===== config.mk =====
export PLATFORM = sky130hd
export DESIGN_NAME = ternary_weight_fp16_dot_accumulator
export DESIGN_NICKNAME = d
export VERILOG_FILES = /design/src/rtl/twfd_pkg.sv /design/src/rtl/twfd_lane.sv /design/src/rtl/twfd_fadd.sv /design/src/rtl/ternary_weight_fp16_dot_accumulator.sv
export SDC_FILE = /design/constraint.sdc
export NUM_CORES = 2
export LEC_CHECK = 0
export BUFFER_PORTS_ARGS = -buffer_cell sky130_fd_sc_hd__buf_2
export CAP_MARGIN = 20
export CORE_MARGIN = 10
export CORE_UTILIZATION = 45
export CTS_BUF_LIST = sky130_fd_sc_hd__clkbuf_4 sky130_fd_sc_hd__clkbuf_8
export CTS_CLUSTER_DIAMETER = 200
export DETAILED_ROUTE_END_ITERATION = 7
export GPL_TIMING_DRIVEN = 0
export PLACE_DENSITY = 0.62
export SYNTH_ARGS = -nofsm -noshare
export SYNTH_HDL_FRONTEND = slang
export SYNTH_SLANG_ARGS = --single-unit
export TNS_END_PERCENT = 10

===== constraint.sdc =====
create_clock -name i_clk -period 25.5 [get_ports i_clk]
set_input_delay 5.1 -clock i_clk [delete_from_list [all_inputs] [get_ports i_clk]]
set_output_delay 5.1 -clock i_clk [all_outputs]
set_load 0.05 [all_outputs]

===== src/rtl/twfd_pkg.sv =====
package twfd_pkg;

    localparam int LANES     = 4;
    localparam int LANE_W    = $clog2(LANES);
    localparam logic [LANE_W-1:0] LANE_LAST = LANE_W'(LANES - 1);

    localparam logic [31:0] F32_QNAN = 32'h7FC0_0000;
    localparam logic [31:0] F32_PZERO = 32'h0000_0000;

    // 2-bit weight codes
    typedef enum logic [1:0] {
        W_NEG  = 2'd0,
        W_ZERO = 2'd1,
        W_POS  = 2'd2,
        W_TWO  = 2'd3
    } t_wcode;

    // exact fp16 to fp32 widening, subnormals normalized
    function automatic logic [31:0] f16_to_f32(input logic [15:0] h);
        logic       s;
        logic [4:0] ex;
        logic [9:0] m;
        logic [3:0] lz;
        logic       found;
        logic [3:0] sh;
        logic [9:0] mn;
        logic [7:0] e8;
        logic [31:0] r;
        s     = h[15];
        ex    = h[14:10];
        m     = h[9:0];
        lz    = 4'd0;
        found = 1'b0;
        for (int i = 9; i >= 0; i--) begin
            if (!found) begin
                if (m[i]) begin
                    found = 1'b1;
                end else begin
                    lz = lz + 4'd1;
                end
            end
        end
        sh = lz + 4'd1;
        mn = m << sh;
        e8 = 8'd113 - {4'b0, sh};
        if (ex == 5'd0) begin
            if (m == 10'd0) begin
                r = {s, 31'b0};
            end else begin
                r = {s, e8, mn, 13'b0};
            end
        end else if (ex == 5'h1F) begin
            r = {s, 8'hFF, m, 13'b0};
        end else begin
            r = {s, {3'b0, ex} + 8'd112, m, 13'b0};
        end
        return r;
    endfunction

    // truncating fp32 to fp16 narrowing, tiny values flush to signed zero
    function automatic logic [15:0] f32_to_f16(input logic [31:0] x);
        logic        s;
        logic [7:0]  ex;
        logic [22:0] m;
        logic [4:0]  shamt;
        logic [23:0] full;
        logic [7:0]  eh;
        logic [15:0] r;
        s     = x[31];
        ex    = x[30:23];
        m     = x[22:0];
        shamt = 5'(8'd126 - ex);
        full  = {1'b1, m} >> shamt;
        eh    = ex - 8'd112;
        if (ex == 8'hFF) begin
            r = {s, 5'h1F, (m != 23'd0) ? 10'h200 : 10'h000};
        end else if (ex > 8'd142) begin
            r = {s, 5'h1F, 10'h000};
        end else if (ex < 8'd113) begin
            if (ex < 8'd103) begin
                r = {s, 15'b0};
            end else begin
                r = {s, 5'b0, full[9:0]};
            end
        end else begin
            r = {s, eh[4:0], m[22:13]};
        end
        return r;
    endfunction

endpackage


===== src/rtl/twfd_lane.sv =====
module twfd_lane (
    input  logic [1:0]  i_code,
    input  logic [15:0] i_act,
    input  logic [15:0] i_scale,
    output logic [31:0] o_prod
);
    import twfd_pkg::*;

    logic [31:0] w_sc;
    logic [31:0] w_act;
    logic [31:0] w_wt;
    logic        sc_nan, sc_inf, sc_zero;
    logic        wt_nan, wt_inf, wt_zero;
    logic        ac_nan, ac_inf, ac_zero;
    logic        psign;
    logic [21:0] mprod;
    logic [9:0]  pexp;
    logic [22:0] pman;

    assign w_sc  = f16_to_f32(i_scale);
    assign w_act = f16_to_f32(i_act);

    assign sc_nan  = (w_sc[30:23] == 8'hFF) && (w_sc[22:0] != 23'd0);
    assign sc_inf  = (w_sc[30:23] == 8'hFF) && (w_sc[22:0] == 23'd0);
    assign sc_zero = (w_sc[30:0] == 31'd0);

    // weight = (code - 1) * scale, already exact in fp16 except overflow at x2
    always_comb begin
        case (t_wcode'(i_code))
            W_NEG:  w_wt = {~w_sc[31], w_sc[30:0]};
            W_ZERO: w_wt = sc_inf ? F32_QNAN : {w_sc[31], 31'b0};
            W_POS:  w_wt = w_sc;
            W_TWO: begin
                if (sc_inf || sc_zero) begin
                    w_wt = w_sc;
                end else if (w_sc[30:23] == 8'd142) begin
                    w_wt = {w_sc[31], 8'hFF, 23'b0};
                end else begin
                    w_wt = {w_sc[31], w_sc[30:23] + 8'd1, w_sc[22:0]};
                end
            end
            default: w_wt = F32_QNAN;
        endcase
        if (sc_nan) begin
            w_wt = F32_QNAN;
        end
    end

    assign wt_nan  = (w_wt[30:23] == 8'hFF) && (w_wt[22:0] != 23'd0);
    assign wt_inf  = (w_wt[30:23] == 8'hFF) && (w_wt[22:0] == 23'd0);
    assign wt_zero = (w_wt[30:0] == 31'd0);
    assign ac_nan  = (w_act[30:23] == 8'hFF) && (w_act[22:0] != 23'd0);
    assign ac_inf  = (w_act[30:23] == 8'hFF) && (w_act[22:0] == 23'd0);
    assign ac_zero = (w_act[30:0] == 31'd0);
    assign psign   = w_wt[31] ^ w_act[31];

    // 11x11 significand product, always exact in fp32
    assign mprod = {1'b1, w_wt[22:13]} * {1'b1, w_act[22:13]};
    assign pexp  = {2'b0, w_wt[30:23]} + {2'b0, w_act[30:23]} - 10'd127
                   + {9'b0, mprod[21]};
    assign pman  = mprod[21] ? {mprod[20:0], 2'b0} : {mprod[19:0], 3'b0};

    always_comb begin
        if (wt_nan || ac_nan || (wt_inf && ac_zero) || (wt_zero && ac_inf)) begin
            o_prod = F32_QNAN;
        end else if (wt_inf || ac_inf) begin
            o_prod = {psign, 8'hFF, 23'b0};
        end else if (wt_zero || ac_zero) begin
            o_prod = {psign, 31'b0};
        end else begin
            o_prod = {psign, pexp[7:0], pman};
        end
    end

endmodule


===== src/rtl/twfd_fadd.sv =====
module twfd_fadd (
    input  logic [31:0] i_a,
    input  logic [31:0] i_b,
    output logic [31:0] o_sum
);
    import twfd_pkg::*;

    logic        a_nan, a_inf, a_zero;
    logic        b_nan, b_inf, b_zero;
    logic        a_ge;
    logic [31:0] x, y;
    logic [7:0]  d;
    logic [4:0]  dcap;
    logic [56:0] wide;
    logic [26:0] ax, by;
    logic [27:0] s28;
    logic [4:0]  lz;
    logic        found;
    logic [26:0] m27;
    logic [9:0]  e10;
    logic        rnd;
    logic [24:0] m25;
    logic [9:0]  ef;
    logic [22:0] mf;
    logic [31:0] w_gen;

    assign a_nan  = (i_a[30:23] == 8'hFF) && (i_a[22:0] != 23'd0);
    assign a_inf  = (i_a[30:23] == 8'hFF) && (i_a[22:0] == 23'd0);
    assign a_zero = (i_a[30:23] == 8'd0);
    assign b_nan  = (i_b[30:23] == 8'hFF) && (i_b[22:0] != 23'd0);
    assign b_inf  = (i_b[30:23] == 8'hFF) && (i_b[22:0] == 23'd0);
    assign b_zero = (i_b[30:23] == 8'd0);

    // larger magnitude first
    assign a_ge = (i_a[30:0] >= i_b[30:0]);
    assign x    = a_ge ? i_a : i_b;
    assign y    = a_ge ? i_b : i_a;
    assign d    = x[30:23] - y[30:23];
    assign dcap = (d > 8'd31) ? 5'd31 : d[4:0];

    // align with guard, round and sticky
    assign wide = {1'b1, y[22:0], 33'b0} >> dcap;
    assign by   = {wide[56:31], |wide[30:0]};
    assign ax   = {1'b1, x[22:0], 3'b0};
    assign s28  = (x[31] ^ y[31]) ? ({1'b0, ax} - {1'b0, by})
                                  : ({1'b0, ax} + {1'b0, by});

    always_comb begin
        lz    = 5'd0;
        found = 1'b0;
        for (int i = 26; i >= 0; i--) begin
            if (!found) begin
                if (s28[i]) begin
                    found = 1'b1;
                end else begin
                    lz = lz + 5'd1;
                end
            end
        end
    end

    always_comb begin
        if (s28[27]) begin
            m27 = {s28[27:2], s28[1] | s28[0]};
            e10 = {2'b0, x[30:23]} + 10'd1;
        end else begin
            m27 = s28[26:0] << lz;
            e10 = {2'b0, x[30:23]} - {5'b0, lz};
        end
        // round to nearest even
        rnd = m27[2] & (m27[1] | m27[0] | m27[3]);
        m25 = {1'b0, m27[26:3]} + {24'b0, rnd};
        if (m25[24]) begin
            ef = e10 + 10'd1;
            mf = 23'd0;
        end else begin
            ef = e10;
            mf = m25[22:0];
        end
        if (s28 == 28'd0) begin
            w_gen = F32_PZERO;
        end else if (ef[9] || ef == 10'd0) begin
            w_gen = {x[31], 31'b0};
        end else if (ef >= 10'd255) begin
            w_gen = {x[31], 8'hFF, 23'b0};
        end else begin
            w_gen = {x[31], ef[7:0], mf};
        end
    end

    always_comb begin
        if (a_nan || b_nan) begin
            o_sum = F32_QNAN;
        end else if (a_inf && b_inf) begin
            o_sum = (i_a[31] != i_b[31]) ? F32_QNAN : i_a;
        end else if (a_inf) begin
            o_sum = i_a;
        end else if (b_inf) begin
            o_sum = i_b;
        end else if (a_zero && b_zero) begin
            o_sum = {i_a[31] & i_b[31], 31'b0};
        end else if (a_zero) begin
            o_sum = i_b;
        end else if (b_zero) begin
            o_sum = i_a;
        end else begin
            o_sum = w_gen;
        end
    end

endmodule


===== src/rtl/ternary_weight_fp16_dot_accumulator.sv =====
// channel | direction | handshake           | payload
// input   | in        | i_valid / o_stall   | i_code_byte, i_act_lane0..3, i_block_scale,
//         |           |                     | i_last_item
// output  | out       | o_valid / i_stall   | o_dot_result
//
// the four lane products are formed in parallel and registered, then added into the fp32
// accumulator one per cycle by a single adder unless a closing add waits for r_fin
// a new item is accepted while the previous one is still being added
// a last item's sum goes from the adder into r_fin and then into r_out with o_valid
// i_rst_n is synchronous, active low; it clears the accumulator to +0
// a stalled output holds; one finished sum may wait behind it before input stalls
module ternary_weight_fp16_dot_accumulator (
    input  logic        i_clk,
    input  logic        i_rst_n,
    input  logic        i_valid,
    output logic        o_stall,
    input  logic [7:0]  i_code_byte,
    input  logic [15:0] i_act_lane0,
    input  logic [15:0] i_act_lane1,
    input  logic [15:0] i_act_lane2,
    input  logic [15:0] i_act_lane3,
    input  logic [15:0] i_block_scale,
    input  logic        i_last_item,
    output logic        o_valid,
    input  logic        i_stall,
    output logic [15:0] o_dot_result
);
    import twfd_pkg::*;

    // lane inputs and products
    logic [15:0] w_act  [LANES];
    logic [31:0] w_prod [LANES];

    // product bank, waits here while the adder walks the lanes
    logic [31:0]       r_prod [LANES];
    logic              r_pv;
    logic              r_plast;
    logic [LANE_W-1:0] r_lane;

    // accumulator and finished sum
    logic [31:0] r_acc;
    logic [31:0] r_fin;
    logic        r_fv;

    // output register
    logic        r_ov;
    logic [15:0] r_out;

    logic [31:0] w_sum;
    logic        lane_end;
    logic        fin_drain;
    logic        step;
    logic        close;
    logic        take_in;

    assign w_act[0] = i_act_lane0;
    assign w_act[1] = i_act_lane1;
    assign w_act[2] = i_act_lane2;
    assign w_act[3] = i_act_lane3;

    for (genvar p = 0; p < LANES; p++) begin : g_lane
        twfd_lane u_lane (
            .i_code  (i_code_byte[2*p +: 2]),
            .i_act   (w_act[p]),
            .i_scale (i_block_scale),
            .o_prod  (w_prod[p])
        );
    end

    // merge: lane products added in lane order
    twfd_fadd u_fadd (
        .i_a   (r_acc),
        .i_b   (r_prod[r_lane]),
        .o_sum (w_sum)
    );

    assign lane_end  = (r_lane == LANE_LAST);
    assign fin_drain = r_fv && (!r_ov || !i_stall);
    // closing add of a last item needs the finished-sum slot free
    assign step      = r_pv && !(lane_end && r_plast && r_fv && !fin_drain);
    assign close     = step && lane_end && r_plast;
    assign o_stall   = r_pv && !(step && lane_end);
    assign take_in   = i_valid && !o_stall;

    always_ff @(posedge i_clk) begin
        if (take_in) begin
            r_prod  <= w_prod;
            r_plast <= i_last_item;
        end
        if (close) begin
            r_fin <= w_sum;
        end
        if (fin_drain) begin
            r_out <= f32_to_f16(r_fin);
        end
    end

    always_ff @(posedge i_clk) begin
        if (!i_rst_n) begin
            r_pv   <= 1'b0;
            r_lane <= '0;
            r_acc  <= F32_PZERO;
            r_fv   <= 1'b0;
            r_ov   <= 1'b0;
        end else begin
            // product bank
            if (take_in) begin
                r_pv <= 1'b1;
            end else if (step && lane_end) begin
                r_pv <= 1'b0;
            end
            if (step) begin
                r_lane <= lane_end ? '0 : r_lane + 1'b1;
                r_acc  <= close ? F32_PZERO : w_sum;
            end
            // finished sum
            if (close) begin
                r_fv <= 1'b1;
            end else if (fin_drain) begin
                r_fv <= 1'b0;
            end
            // output
            if (fin_drain) begin
                r_ov <= 1'b1;
            end else if (!i_stall) begin
                r_ov <= 1'b0;
            end
        end
    end

    assign o_valid      = r_ov;
    assign o_dot_result = r_out;

endmodule


==> summary.txt <==
most frequent cells in the layout: 717 x nor2_1, 679 x nand2_1, 606 x inv_1
Synth Area in Compound Gates: 0.194
Mapped Cells: 6104
Final Wtd Congestion: 1.01
initial core utilization: 0.452
commonest non-fill, non-tap cell in the layout: nor2_1
Root Driver: clkbuf_8
layout cell share with drive strength beyond 1: 0.118
initial antenna violation count: 2
worst hold path type: flip-flop to flip-flop
EDFF count, synth: 169
#FFs+latches synth: 206
crit share post-route: 0.968
die footprint: 119000 um^2
crit-path max FO: 10
Top cell by count, worst path: nor2_1
PnR worst setup slack: 0.804 ns
simple-gate area share of the yosys netlist: 0.212
CTS buffer count: 37
input/output buffers: 90
CP Capture Type: flip-flop
Most used DFF post-synth: edfxtp_1
# H-tree levels: 2
count of cell types in the netlist: 135
Ys Warns: 0
Mapped Area: 47400 um^2
highest routed layer: met5
DR WL/cell: 22.0 um
DP Worst Slack: -6.78 ns
met1 wire length: 68.6 mm
syn_area_per_cell: 7.77 um^2
via count of the first global-routing pass: 45800
Boundary Pins: 111
vias per cell: 6.06
Vert. Die Dim: 345 um
ANT nets after route: 0
slowest CP cell: xor2_2
Seq/Total Area, Yosys: 0.123
async set or reset register ratio after synthesis: 0
CP peak stage delay: 0.52 ns
maximum root-to-sink buffer count: 3
largest net degree at the start of global routing: 37
total gr overflow: 0
area grow syn2layout: 11.8%
adder-cell area share of the yosys netlist: 0.259
Final Setup Violations: 0
max-capacitance violation count: 0
post-synth net total: 6981
row count: 119
max-slew violations: 0
CORE AREA: 105000 um^2
Detailed Routing Iterations Pass 1: 8
All-Layer GR Usage: 0.279
CTS tree: done
WL met2: 79.3 mm
Layout Nets: 7249
status: completed
CP arrival: 25.09 ns
Clock Sinks: 206
largest family of logic cells by synthesized area: adder cells
CP top delay family: compound AO/OA/AOI/OAI gates
Synth top area share: 0.138
maximum clock frequency: 40.5 MHz
mux share of post-synthesis cell area: 0.0741
crit path kind: flip-flop to flip-flop
crit path time final: 24.70 ns
worst slew pin tran: 1.17 ns
Die Wd: 345 um
Synth area leaders: fa_1 14%, ha_1 12%, edfxtp_1 11%, nor2_1 5.8%, nand2_1 5.4%
clock latency on the worst-skew pair: 0.59 ns
DR iter-0 viols: 4790
Startpoint Class: flip-flop
Hold Slack: 0.427 ns
Post-Route Skew: 0.0290 ns
Worst Path Required: 25.89 ns
final hold viol count: 0
DR WL met3: 13.1 mm
Via Count: 47200
WP buf/inv: 21
DP HPWL: 139 mm
first-pass GRT wire length: 264 mm
Slew headroom: 0.211
xor and xnor area share after synthesis: 0.0612
cell taking the most area after synthesis: fa_1
clock-pin slew on the worst setup and hold paths: 0.06 ns
fillcell total: 10300
Post-Route WL: 171 mm
# DRC: 0
[through the flow]
step,TNS (ns),instance area (um^2),instances,util
floorplan,0,47400,6104,-
global placement,-404.68,49600,7585,0.473
CTS,0,51700,7720,0.493
detailed placement,-398.02,49800,7596,0.474
finish,0,53000,7794,0.505
global route,-5.41,53000,7793,0.505
[timing repair]
item,4_1_cts,5_1_grt
pin swaps,37,89
endpoints found under the setup margin,62,62
resized for setup,163,158
buffers inserted,59,71
cloned,0,2
hold buffers,0,0
[worst paths after layout]
path	end	startpoint	slack [ns]	cells after the start
max reg2reg	r_fin[16]	r_lane[0]	0.80	132
min	o_dot_result[15]	r_fin[31]	0.43	0
min reg2reg	o_dot_result[15]	r_fin[31]	0.43	0
max	r_fin[16]	r_lane[0]	0.80	132
[cell type report]
type                    count  area, um^2  area share
plain buffers             276        1460      0.0276
repair buffers            236        1690      0.0318
clock buffers              57         697      0.0131
flip-flops and latches    206        5820       0.110
diodes                      2        5.00   0.0000944
multi-input cells        4974       39000       0.736
well taps                1391        1740      0.0328
inverters                 641        2410      0.0455
clock inverters            11         169     0.00319
[cell families after synthesis]
kind of cell,count (synthesis)
buffers and inverters,924
adders and majority gates,787
xor gates and xnor gates,305
AOI/OAI and AO/OA,1427
DFF,206
muxes,289
and+or+nand+nor,2166
[synthesized netlist by cell type, drive strengths merged, types with 63 or more instances]
cell,count
fa,326
nor4,74
ha,458
nand2,689
a21o,139
inv,632
xnor2,198
nor3,111
edfxtp,169
a21oi,421
nor2,733
buf,74
xor2,99
nand3,143
o21ai,343
and3,63
mux2i,191
clkbuf,208
[state kept, by name (all words and copies together) (netlist names), 2 cells and up]
name	count
r_acc	32
o_dot_result	16
r_prod	120
r_lane	2
r_fin	32
[worst reg2reg max path: cells and delay by family (launching register included)]
family	cells	cell delay (ns)
adder cells (fa/ha/maj)	15	4.05
XOR/XNOR	4	1.04
AO/OA/AOI/OAI	46	8.51
flip-flops	1	0.35
multiplexers	10	2.27
buffers and inverters	21	3.14
AND/OR/NAND/NOR	36	5.12
[layer usage]
layer / global-route usage / up-vias
met5: 0 / -
met4: 0.149 / 2
met3: 0.0332 / 456
met2: 0.459 / 2202
met1: 0.356 / 22700
li1: - / 21900
Power is not shown: default switching activity piles up to over one toggle a cycle in this logic, so the estimate is an artifact.
